**src/cmpr_pkg.sv**
```systemverilog
// Shared types and constants for the cursor mask to premultiplied RGBA block.
// Holds the request and result structs, the controller states and the
// command and status groups between the controller and the datapath.
`timescale 1ns / 1ps
`default_nettype none

package cmpr_pkg;

	localparam int READ_INDEX_W = 12;
	localparam int READ_SPAN    = 2 ** READ_INDEX_W;
	localparam int CFG_INDEX_W  = 1;
	localparam int CFG_DATA_W   = 7;

	localparam logic [CFG_INDEX_W-1:0] REG_IMAGE_WIDTH  = 1'd0;
	localparam logic [CFG_INDEX_W-1:0] REG_IMAGE_HEIGHT = 1'd1;
	localparam logic [CFG_DATA_W-1:0]  SIZE_RESET       = 7'd32;

	localparam logic ACT_LOAD = 1'b0;
	localparam logic ACT_READ = 1'b1;

	localparam logic [31:0] PIX_BLACK = 32'hFF00_0000;
	localparam logic [31:0] PIX_WHITE = 32'hFFFF_FFFF;
	localparam logic [31:0] PIX_CLEAR = 32'h0000_0000;

	typedef struct packed {
		logic                    action;
		logic                    mask_bit;
		logic [31:0]             color_pixel;
		logic                    last_pixel;
		logic [READ_INDEX_W-1:0] read_index;
	} request_t;

	typedef struct packed {
		logic [31:0] pixel_out;
		logic        alpha_found;
		logic        outline_added;
	} result_t;

	typedef enum logic [4:0] {
		ST_IDLE,
		ST_MOD,
		ST_RD_ISSUE,
		ST_RD_DATA,
		ST_SETUP,
		ST_MUL,
		ST_SCAN_RD,
		ST_SCAN_CHK,
		ST_CMB_RD,
		ST_CMB_WR,
		ST_OUT_RD,
		ST_OUT_CHK,
		ST_NB_ADDR,
		ST_NB_CHK,
		ST_PM_RD,
		ST_PM_MUL,
		ST_PM_WR
	} state_t;

	typedef struct packed {
		logic load;
		logic rd_capture;
		logic mod_step;
		logic rd_issue;
		logic result_load;
		logic setup;
		logic mul;
		logic pass_clear;
		logic advance;
		logic rd_center;
		logic rd_nb;
		logic nb_clear;
		logic nb_next;
		logic scan_chk;
		logic cmb_wr;
		logic white_wr;
		logic pm_mul;
		logic pm_wr;
	} cmd_t;

	typedef struct packed {
		logic mod_last;
		logic last_pix;
		logic alpha_any;
		logic outline_any;
		logic center_clear;
		logic nb_valid;
		logic nb_last;
		logic nb_black;
	} status_t;

endpackage

`default_nettype wire

```
**src/cmpr_ctrl.sv**
```systemverilog
// Controller state machine: sequences loads, reads and the four image passes.
// Depends on cmpr_pkg for the state, command and status types.
`timescale 1ns / 1ps
`default_nettype none

module cmpr_ctrl (
	input  logic              clk,
	input  logic              arst_n,
	input  logic              start,
	input  logic              action,
	input  logic              last_pixel,
	input  cmpr_pkg::status_t status,
	output cmpr_pkg::cmd_t    cmd,
	output logic              busy
);
	import cmpr_pkg::*;

	state_t state_q;
	state_t state_next;
	state_t after_outline_px;

	always_ff @(posedge clk or negedge arst_n) begin
		if (!arst_n) begin
			state_q <= ST_IDLE;
		end else begin
			state_q <= state_next;
		end
	end

	assign busy = (state_q != ST_IDLE);

	// Where the outline pass goes once the current pixel is finished.
	assign after_outline_px = status.last_pix ? ST_PM_RD : ST_OUT_RD;

	always_comb begin
		state_next = state_q;
		unique case (state_q)
			ST_IDLE: begin
				if (start) begin
					if (action == ACT_READ) begin
						state_next = ST_MOD;
					end else if (last_pixel) begin
						state_next = ST_SETUP;
					end
				end
			end
			ST_MOD: begin
				if (status.mod_last) begin
					state_next = ST_RD_ISSUE;
				end
			end
			ST_RD_ISSUE: state_next = ST_RD_DATA;
			ST_RD_DATA:  state_next = ST_IDLE;
			ST_SETUP:    state_next = ST_MUL;
			ST_MUL:      state_next = ST_SCAN_RD;
			ST_SCAN_RD:  state_next = ST_SCAN_CHK;
			ST_SCAN_CHK: begin
				if (!status.last_pix) begin
					state_next = ST_SCAN_RD;
				end else if (status.alpha_any) begin
					state_next = ST_PM_RD;
				end else begin
					state_next = ST_CMB_RD;
				end
			end
			ST_CMB_RD: state_next = ST_CMB_WR;
			ST_CMB_WR: begin
				if (!status.last_pix) begin
					state_next = ST_CMB_RD;
				end else if (status.outline_any) begin
					state_next = ST_OUT_RD;
				end else begin
					state_next = ST_PM_RD;
				end
			end
			ST_OUT_RD: state_next = ST_OUT_CHK;
			ST_OUT_CHK: begin
				if (status.center_clear) begin
					state_next = ST_NB_ADDR;
				end else begin
					state_next = after_outline_px;
				end
			end
			ST_NB_ADDR: begin
				if (status.nb_valid) begin
					state_next = ST_NB_CHK;
				end else if (status.nb_last) begin
					state_next = after_outline_px;
				end
			end
			ST_NB_CHK: begin
				if (status.nb_black || status.nb_last) begin
					state_next = after_outline_px;
				end else begin
					state_next = ST_NB_ADDR;
				end
			end
			ST_PM_RD:  state_next = ST_PM_MUL;
			ST_PM_MUL: state_next = ST_PM_WR;
			ST_PM_WR: begin
				if (status.last_pix) begin
					state_next = ST_IDLE;
				end else begin
					state_next = ST_PM_RD;
				end
			end
			default: state_next = ST_IDLE;
		endcase
	end

	always_comb begin
		cmd = '0;
		unique case (state_q)
			ST_IDLE: begin
				if (start) begin
					if (action == ACT_READ) begin
						cmd.rd_capture = 1'b1;
					end else begin
						cmd.load = 1'b1;
					end
				end
			end
			ST_MOD:      cmd.mod_step = 1'b1;
			ST_RD_ISSUE: cmd.rd_issue = 1'b1;
			ST_RD_DATA:  cmd.result_load = 1'b1;
			ST_SETUP:    cmd.setup = 1'b1;
			ST_MUL: begin
				cmd.mul = 1'b1;
				cmd.pass_clear = 1'b1;
			end
			ST_SCAN_RD: cmd.rd_center = 1'b1;
			ST_SCAN_CHK: begin
				cmd.scan_chk = 1'b1;
				cmd.pass_clear = status.last_pix;
				cmd.advance = !status.last_pix;
			end
			ST_CMB_RD: cmd.rd_center = 1'b1;
			ST_CMB_WR: begin
				cmd.cmb_wr = 1'b1;
				cmd.pass_clear = status.last_pix;
				cmd.advance = !status.last_pix;
			end
			ST_OUT_RD: begin
				cmd.rd_center = 1'b1;
				cmd.nb_clear = 1'b1;
			end
			ST_OUT_CHK: begin
				if (!status.center_clear) begin
					cmd.pass_clear = status.last_pix;
					cmd.advance = !status.last_pix;
				end
			end
			ST_NB_ADDR: begin
				if (status.nb_valid) begin
					cmd.rd_nb = 1'b1;
				end else if (status.nb_last) begin
					cmd.pass_clear = status.last_pix;
					cmd.advance = !status.last_pix;
				end else begin
					cmd.nb_next = 1'b1;
				end
			end
			ST_NB_CHK: begin
				if (status.nb_black || status.nb_last) begin
					cmd.white_wr = status.nb_black;
					cmd.pass_clear = status.last_pix;
					cmd.advance = !status.last_pix;
				end else begin
					cmd.nb_next = 1'b1;
				end
			end
			ST_PM_RD:  cmd.rd_center = 1'b1;
			ST_PM_MUL: cmd.pm_mul = 1'b1;
			ST_PM_WR: begin
				cmd.pm_wr = 1'b1;
				cmd.pass_clear = status.last_pix;
				cmd.advance = !status.last_pix;
			end
			default: cmd = '0;
		endcase
	end

endmodule

`default_nettype wire

```
**config.mk**
```make
export PLATFORM = sky130hd
export DESIGN_NAME = cmpr_ctrl
export DESIGN_NICKNAME = d
export VERILOG_FILES = /design/src/cmpr_pkg.sv /design/src/cmpr_ctrl.sv
export SDC_FILE = /design/constraint.sdc
export NUM_CORES = 1
export LEC_CHECK = 0
export BUFFER_PORTS_ARGS = -buffer_cell sky130_fd_sc_hd__buf_4
export CORE_UTILIZATION = 45
export CTS_BUF_LIST = sky130_fd_sc_hd__clkbuf_16
export CTS_CLUSTER_SIZE = 20
export DETAILED_ROUTE_END_ITERATION = 8
export PLACE_DENSITY = 0.77
export SETUP_SLACK_MARGIN = 0.02
export SYNTH_ARGS = -nofsm -noshare
export SYNTH_HDL_FRONTEND = slang
export SYNTH_SLANG_ARGS = --single-unit
```
**constraint.sdc**
```tcl
create_clock -name clk -period 2.25 [get_ports clk]
set_input_delay 0.45 -clock clk [delete_from_list [all_inputs] [get_ports clk]]
set_output_delay 0.45 -clock clk [all_outputs]
set_load 0.02 [all_outputs]
```
Word-level counts from Yosys, hierarchy flattened. Index checks and enable logic that the tools add are counted.

Flip-flop bits (word level): 5. Bits of input ports: 13. Output and inout port bits: 19. Logic and storage cells: 72.

Equality and inequality tests: 20. Mux-type cells: 44. Reduce and logical (&&, ||, !) cells: 7.

Operators with widths (count): case mux 5 bit (16 select lines) (1); == test 5 x 4 -> 1 bit (second input constant) (8); two-way mux 5 bit (6); == test 5 x 3 -> 1 bit (second input constant) (4); two-way mux 1 bit (20); two-way mux 3 bit (6); two-way mux 2 bit (6); == test 5 x 2 -> 1 bit (second input constant) (2); two-way mux 4 bit (2); inequality test 3 bit (second input constant) (2); == test 5 x 1 -> 1 bit (second input constant) (1); == test 5 bit (second input constant) (1); zero test 5 bit (1); case mux 1 bit (5 select lines) (1); nonzero test 5 bit (1); inequality test 2 bit (second input constant) (2); case mux 1 bit (4 select lines) (1); AND reduction 4 bit (1); OR reduction 4 bit (1); OR reduction 3 bit (1); case mux 1 bit (2 select lines) (1); zero test 1 bit (1); logical OR 1 bit (1).

Longest topological paths before layout. Gate-level depths: netlist (run 1).

Depth after elaboration: 4. Depth in mapped cells: 7. Mapped depth without buffers: 5.

Least setup slack after synthesis (run 1). Ideal clock, no wire load.

Path type: reg2out. From: reg state_q[3]. To: out cmd[10] in the netlist's numbering. Arrival time: 1.511 ns. Required time: 1.800 ns. Path slack: 0.289 ns. Stages on the path, launching flop included: 7. Path buffers: 2. Cell sequence: dfrtp_1 -> buf_6 -> buf_2 -> o22ai_1 -> a21oi_1 -> o31a_1 -> o22ai_1.

RTL lines: from (decl) (line cmpr_ctrl.sv:18) `state_t state_q;`; from (signal assigned) (line cmpr_ctrl.sv:26) `state_q <= state_next;`; to (decl) (line cmpr_ctrl.sv:13) `output cmpr_pkg::cmd_t cmd,`.

==> results.cfg, run 1 <==
[status]
status = complete, no violations

[detailed_routing]
first_pass_iters = 4
viasPerCell = 6.02
drtAntennaViolNets = 0
drt-initial-drc-count = 58
drc = 0
vias = 975
routedWlPerCell_microns = 14.7
totalWireLength_microns = 2390

[sta]
max_slew.worst_pin.slew_ps = 359
tns_ps = 0
relSlewSlack_pct = 75.5
achievable-frequency_ghz = 0.449
slew_viol_final = 0
finalSetupViolCount = 0
rsz0062_at_grt = true
hold_viol_final = 0
fin_worst_skew_ps = 2.36
layout_min_cycle_time_ps = 2230
period_share_pct = 98.9

[grt]
grt_use_total_pct = 28.2
antenna_found_initial = 0
grt_max_degree = 16
grt_pass1_wl_microns = 3770
grt_pass1_vias = 823
grt-ovfl-total = 0

[finish]
fin_nets = 160
nFillCells = 130
reg_top3 = state_q x5
post_route_cells_drive_above_1_share_pct = 35.6
final_area_sq_mm = 0.00111
multiInputGateArea_sq_um = 546
final-seq-area_sq_um = 129
largest_reg_flops = 5
diodes = 0
largest-register = state_q
syn_to_final_growth_pct = 53.1

[critical_path]
cp.arrival_ps = 1780
crit_required_ps = 1800
startpoint_type = flip-flop
crit_type = reg -> out
cp_max_fo = 11
critPathCaptureType = primary output
timing.rr.end = state_q[2]
regToRegSetupSlack_ps = 360
rr_worst_depth = 6
cp-endpoint = cmd[10]
startpoint = state_q[1]
r2r_start = state_q[3]

[die]
start_util_pct = 48.2
die_w_microns = 42.2
die-area_sq_mm = 0.00178
ios = 32
core_area_sq_mm = 0.00151
dieHeight_microns = 42.2
fp-row-count = 14

[clock_tree]
clock_path_buffers = 2
path_clk_slew_ps = 30
hold_buffers = 0
clockRootBuffer = clkbuf_16
htreeDepth = 1
numCtsBuffers = 3
clkLatencyLatePin_ps = 230
cts_tree = built
cts.sinks = 5

[power_and_ir_drop]
power.density_mw_per_mm2 = 1370
vdd_drop_max_mv = 1.04
p_leak_nw = 0.512

[synthesis]
ys_seq_area_share_pct = 17.2
synthFlopType = dfrtp_1
synth.area.top_cells = dfrtp_1 17%, nor2_1 9.8%, nand2b_1 7.8%
synth_top_area_share_pct = 17.2
synthCells = 110
yosysWarnings = 0
synth_async_sr_flop_share_pct = 100
yosys.area.top_type = dfrtp_1
syn_area_sq_um = 726
synth_edf_count = 0
syn_area_per_cell_sq_um = 6.60
ys_ff_latch = 5
syn_nets = 123
synth_cell_types = 37

[place]
port_buffers = 31
placed_cell_area_sq_um = 982
gp_congestion = 0.911
dp_hpwl_microns = 1770

[flow_run]
cap_violations = 0

[hold_path]
hp-class = in -> async
[stage by stage]
step,instances,power (W),utilization [%],hold slack [ps],worst slack (ps)
final,162,0.00152,73.8,14.4,24.7
after global routing,162,0.00162,73.8,14.6,-59.3
after CTS,160,0.00142,70.6,13.0,42.6
after detailed placement,156,0.00112,65.2,253,210
after global placement,156,0.00110,65.2,251,233
after floorplan,110,0.000852,-,154,289
[kinds of logic after synthesis]
group,count (synthesis),synth area share (%)
XOR/XNOR,1,1.21
flip-flops,5,17.2
AND/OR/NAND/NOR,58,42.4
buffers and inverters,16,11.4
AO/OA/AOI/OAI,30,27.8
[how the worst min path moves through the flow]
| stage | start | end |
|---|---|---|
| after global placement | arst_n | state_q[3] |
| after CTS | arst_n | state_q[0] |
| final | arst_n | state_q[4] |
| after detailed placement | arst_n | state_q[3] |
| after global routing | arst_n | state_q[4] |
| after floorplan | arst_n | state_q[0] |
[worst max-delay path, cell delays in order, from the launching register on]
cell and delay [ps]:
dfrtp_2 470, nand4bb_4 260, a21oi_1 150, a21oi_1 80, o31a_1 300, o22ai_1 140
buf_4 160
[final cells by class]
cell class / instances / share of cell area [%]
multi-input combinational: 89 / 49.1
timing repair buffer: 41 / 28.0
sequential: 5 / 11.6
clock buffer: 3 / 6.76
inverter: 7 / 2.36
tap: 16 / 1.80
clock inverter: 1 / 0.338
[cell usage in the layout (no fill, tap or decap), drive strengths merged, types with 2 or more instances in the layout]
cell,netlist,final
a21oi,7,7
and3,2,2
buf,8,41
clkbuf,1,3
dfrtp,5,5
inv,7,8
nand2,4,4
nand2b,9,9
nand3,3,3
nor2,19,19
nor3,9,9
o211ai,2,2
o21ai,6,6
o22ai,5,5
or3,4,4
or4,2,2
[report_power, final]
part / leakage (nW) / internal (W) / switching [W] / total (W)
Clock: 0.0423 / 0.000230 / 0.0000562 / 0.000286
Combinational: 0.409 / 0.000449 / 0.000549 / 0.000998
Sequential: 0.0602 / 0.000133 / 0.000100 / 0.000233
Total: 0.512 / 0.000812 / 0.000705 / 0.00152
[cell usage after synthesis, types with 2 or more instances]
cell,instances
a21oi_1,7
and3_1,2
buf_2,6
buf_6,2
dfrtp_1,5
inv_1,7
nand2_1,4
nand2b_1,9
nand3_1,3
nor2_1,19
nor3_1,8
o211ai_1,2
o21ai_0,4
o21ai_1,2
o22ai_1,4
or3_1,4
or4_1,2
[metal layers]
metal / part of all wire (%) / GRT usage [%] / wire length (microns)
met5: 0 / 0 / 0
met4: 1.4 / 7.50 / 33
met3: 8.1 / 6.47 / 194
met2: 49 / 47.2 / 1170
met1: 41 / 36.6 / 987
[timing repair]
action / in CTS / in global routing
endpoints found under the setup margin: 1 / 4
buffers inserted: 0 / 2
gates resized for setup: 2 / 5
cloned: 0 / 0
Power figures use the tool's default switching activity.
==> inputs of run 2 (changes only) <==
--- a/config.mk
+++ b/config.mk
@@ -10,6 +10,7 @@
 export CTS_BUF_LIST = sky130_fd_sc_hd__clkbuf_16
 export CTS_CLUSTER_SIZE = 20
 export DETAILED_ROUTE_END_ITERATION = 8
+export HOLD_SLACK_MARGIN = 0.12
 export PLACE_DENSITY = 0.77
 export SETUP_SLACK_MARGIN = 0.02
 export SYNTH_ARGS = -nofsm -noshare
==> constraint.sdc (replaced) <==
create_clock -name clk -period 2.5 [get_ports clk]
set_input_delay 0.5 -clock clk [delete_from_list [all_inputs] [get_ports clk]]
set_output_delay 0.5 -clock clk [all_outputs]
set_load 0.02 [all_outputs]
==> run 2 against run 1 <==
Effect of this change: via count rose by 0.21%; critical path depth is 1 lower; global-route usage is 0.61 points lower; cell area down 6.1%; first-iteration DRC count down 17%; routed wire length decreased by 2.8%; register-to-register slack gained 150 ps.
==> results.cfg, run 2 (synthesized netlist as in run 1, its figures left out) <==
[critical_path]
cp_max_fo = 11
cpMaxStageDelayCell = dfrtp_1
crit_required_ps = 2000
startpoint_type = flip-flop
cp_cell_sequence = buf_4 > nand2b_1 > or3_1 > a21oi_1 > buf_4
cp.arrival_ps = 1880
critPathCaptureType = primary output
crit_type = reg -> out
max_stage_delay_ps = 480
crit_top_cell = buf_4

[clock_tree]
post_cts_buffers = 0
cts.sinks = 5
clock_path_buffers = 2
cts_tree = built
path_clk_slew_ps = 30
clkLatencyLatePin_ps = 230
numCtsBuffers = 3
htreeDepth = 1
clockRootBuffer = clkbuf_16

[sta]
tns_ps = 0
fin_worst_skew_ps = 0.918
rsz0062_at_grt = false
achievable-frequency_ghz = 0.421
hold_viol_final = 0
max_slew.worst_pin.slew_ps = 849
finalSetupViolCount = 0
slew_viol_final = 0
period_share_pct = 95.0
holdWs_ps = 533
layout_min_cycle_time_ps = 2380
relSlewSlack_pct = 41.9

[place]
placed_cell_area_sq_um = 952
dp_hpwl_microns = 1730
port_buffers = 31
gp_congestion = 0.904

[detailed_routing]
first_pass_iters = 5
viasPerCell = 6.22
vias = 977
drtAntennaViolNets = 0
routedWlPerCell_microns = 14.8
drc = 0
drt-initial-drc-count = 48
totalWireLength_microns = 2320

[grt]
grt_max_degree = 20
grt-ovfl-total = 0
grt_pass1_vias = 839
grt_use_total_pct = 27.6
grt_pass1_wl_microns = 3800
antenna_found_initial = 0

[finish]
fin_nets = 155
reg_top3 = state_q x5
final_cell_mix = 35 x buf_4, 19 x nor2_1, 9 x nand2b_1, 8 x nor3_1
syn_to_final_growth_pct = 43.8
final_common_cell = buf_4
final_area_sq_mm = 0.00104
final_core_util_pct = 69.3
diodes = 0
largest-register = state_q
largest_reg_flops = 5
post_route_cells_drive_above_1_share_pct = 30.5

[die]
start_util_pct = 48.2
die-area_sq_mm = 0.00178
fp-row-count = 14
die_w_microns = 42.2
core_area_sq_mm = 0.00151
dieHeight_microns = 42.2
ios = 32

[status]
status = complete, no violations

[flow_run]
cap_violations = 0

[hold_path]
hp-class = in -> reg

[power_and_ir_drop]
finalPower_w = 0.00126
vdd_drop_max_mv = 0.871
power.density_mw_per_mm2 = 1210
p_leak_nw = 0.483
-- run 2: area by class of cell --
| class | instances | area, sq um |
|---|---|---|
| inverter | 7 | 26.3 |
| tap | 16 | 20.0 |
| multi-input combinational | 89 | 518 |
| clock buffer | 3 | 75.1 |
| sequential | 5 | 126 |
| fill | 131 | 463 |
| timing repair buffer | 36 | 273 |
| clock inverter | 1 | 5.00 |
-- run 2: what timing repair did --
action                                  in CTS  in global routing
gates resized for setup                      0                  1
hold buffers                                 1                  0
endpoints found under the hold margin        5                  0
endpoints found under the setup margin       0                  5
-- run 2: critical path, delay by kind of cell (launching register included) --
kind                   cells  cell delay [ps]
AOI/OAI and AO/OA          1              180
buffers and inverters      2              400
DFF                        1              480
and+or+nand+nor            2              590
-- run 2: through the flow --
step                std cells  worst slack, ps
finish                    157              124
global route              157             39.2
CTS                       157              113
detailed placement        152              360
global placement          152              408
floorplan                 110              489
-- run 2: report_power, final --
group / switching, W / total [W] / internal, W
Sequential: 0.0000946 / 0.000211 / 0.000116
Combinational: 0.000454 / 0.000791 / 0.000337
Clock: 0.0000527 / 0.000262 / 0.000209
Total: 0.000601 / 0.00126 / 0.000662
-- run 2: per-layer routing --
layer | part of all wire, % | track usage [%] | up-vias | wire length [microns]
met2 | 49 | 47.8 | 65 | 1140
li1 | - | - | 457 | -
met5 | 0 | 0 | - | 0
met1 | 39 | 36.3 | 449 | 907
met3 | 11 | 3.02 | 6 | 244
met4 | 1.1 | 7.50 | 0 | 26
-- run 2: final timing paths --
path	from	endpoint	slack (ps)	cells after the start
worst max-delay path	state_q[1]	cmd[5]	120	5
worst min-delay path	status[1]	state_q[2]	530	2
max in group asynchronous	arst_n	state_q[3]	1760	2
worst max register to register	state_q[2]	state_q[2]	510	6
min in group asynchronous	arst_n	state_q[2]	620	2
worst min register to register	state_q[3]	state_q[3]	710	1
==> inputs of run 3 (changes only) <==
==> constraint.sdc (replaced) <==
create_clock -name clk -period 2.5 [get_ports clk]
set_input_delay 0.5 -clock clk [delete_from_list [all_inputs] [get_ports clk]]
set_output_delay 0.5 -clock clk [all_outputs]
set_load 0.01 [all_outputs]
==> run 3 against run 2 <==
Effect of this change: clock power hardly changed; routed wire length is 2.2% lower; die area unchanged; first-iteration DRC count decreased by 8.3%; global-route usage shrank 0.80 points; worst hold slack improved by 7.1 ps; via count fell by 0.51%; final cell count stayed put; setup slack improved by 64 ps; critical path depth unchanged; flip-flop and latch count stayed put.
==> results.cfg, run 3 (synthesized netlist as in run 1, its figures left out) <==
[status]
status = complete, no violations

[critical_path]
startpoint = state_q[1]
critPathCaptureType = primary output
crit_required_ps = 2000
r2r_start = state_q[2]
cp.arrival_ps = 1810
rr_worst_depth = 6
path_depth = 5
regToRegSetupSlack_ps = 550
cpMaxStageDelayCell = dfrtp_1
cp-endpoint = cmd[5]
path_delay_family = simple AND/OR/NAND/NOR gates
max_stage_delay_ps = 480
startpoint_type = flip-flop
timing.rr.end = state_q[2]
crit_top_cell = buf_4
cp_cell_sequence = buf_4 > nand2b_1 > or3_1 > a21oi_1 > buf_4
worst-path-buf-inv = 2
cp_max_fo = 11
crit_type = reg -> out

[power_and_ir_drop]
pwr-share-clk_pct = 21.8
vdd_drop_max_mv = 0.831
swShare_pct = 45.4
p_sw_w = 0.000549
power_frac_seq_pct = 17.8
p_leak_nw = 0.483
comb_power_share_pct = 60.4
internal-power_w = 0.000660
power.density_mw_per_mm2 = 1160

[clock_tree]
path_clk_slew_ps = 30
clock_path_buffers = 2
post_cts_buffers = 0
clkLatencyLatePin_ps = 230
htreeDepth = 1
cts_tree = built
clockRootBuffer = clkbuf_16
numCtsBuffers = 3
cts.sinks = 5

[grt]
antenna_found_initial = 0
grt_pass1_vias = 829
grt_use_total_pct = 26.8
grt_pass1_wl_microns = 3670
grt_max_degree = 20
grt-ovfl-total = 0

[die]
fp-row-count = 14
ios = 32
core_area_sq_mm = 0.00151
start_util_pct = 48.2
die-area_sq_mm = 0.00178
die_w_microns = 42.2
dieHeight_microns = 42.2

[finish]
diodes = 0
final_cell_mix = 35 x buf_4, 19 x nor2_1, 9 x nand2b_1, 8 x nor3_1
reg_top3 = state_q x5
final_core_util_pct = 69.3
syn_to_final_growth_pct = 43.8
largest-register = state_q
final_common_cell = buf_4
fin_nets = 155
post_route_cells_drive_above_1_share_pct = 30.5
largest_reg_flops = 5

[flow_run]
cap_violations = 0

[place]
port_buffers = 31
dp_hpwl_microns = 1710
dp_slack_ps = 393
gp_congestion = 0.904

[sta]
period_share_pct = 92.5
slew_viol_final = 0
tns_ps = 0
rsz0062_at_grt = false
fin_worst_skew_ps = 0.376
hold_viol_final = 0
layout_min_cycle_time_ps = 2310
setup_ws_ps = 188
holdWs_ps = 540
finalSetupViolCount = 0
max_slew.worst_pin.slew_ps = 797
achievable-frequency_ghz = 0.433
relSlewSlack_pct = 45.5

[detailed_routing]
vias = 972
viasPerCell = 6.19
drtAntennaViolNets = 0
totalWireLength_microns = 2270
drt-initial-drc-count = 44
routedWlPerCell_microns = 14.5
drc = 0
first_pass_iters = 7

[hold_path]
hp-class = in -> reg
==> run 3: cell counts in the layout (fill, tap and decap cells not counted) <==
No cell type changed its count.
==> run 3: layout make-up <==
cell class	instances	area (sq um)
clock inverters	1	5.00
flip-flops and latches	5	126
multi-input cells	89	518
repair buffers	36	273
fillers	127	463
well taps	16	20.0
clock buffers	3	75.1
inverters	7	26.3
==> run 3: per-layer routing <==
layer / up-vias / track usage (%) / share of wire [%]
li1: 462 / - / -
met1: 453 / 34.7 / 41
met2: 55 / 44.4 / 50
met3: 2 / 3.88 / 8.3
met4: 0 / 11.3 / 0.35
met5: - / 0 / 0
==> run 3: how the worst min path moves through the flow <==
stage | startpoint | to | slack (ps) | depth (start not counted)
CTS | status[1] | state_q[2] | 530 | 2
global route | status[1] | state_q[2] | 540 | 2
global placement | arst_n | state_q[1] | 300 | 1
floorplan | arst_n | state_q[0] | 200 | 0
detailed placement | arst_n | state_q[1] | 310 | 1
finish | status[1] | state_q[2] | 540 | 2
==> run 3: timing repair <==
action | CTS | global route
endpoints found under the setup margin | 0 | 3
hold endpoints to repair | 5 | 0
resized for setup | 0 | 1
hold buffers | 1 | 0
==> run 3: power groups by stage <==
| stage | registers [W] | logic [W] | clock network, W |
|---|---|---|---|
| finish | 0.000215 | 0.000730 | 0.000263 |
| global route | 0.000222 | 0.000800 | 0.000274 |
| CTS | 0.000206 | 0.000724 | 0.000266 |
| detailed placement | 0.000209 | 0.000714 | 0 |
| global placement | 0.000205 | 0.000707 | 0 |
| floorplan | 0.000129 | 0.000589 | 0 |
==> run 3: stage by stage <==
step	instances	cell area, sq um	power [W]
after floorplan	110	726	0.000718
after global placement	152	952	0.000912
after detailed placement	152	952	0.000922
after CTS	157	1040	0.00120
after global routing	157	1040	0.00130
final	157	1040	0.00121
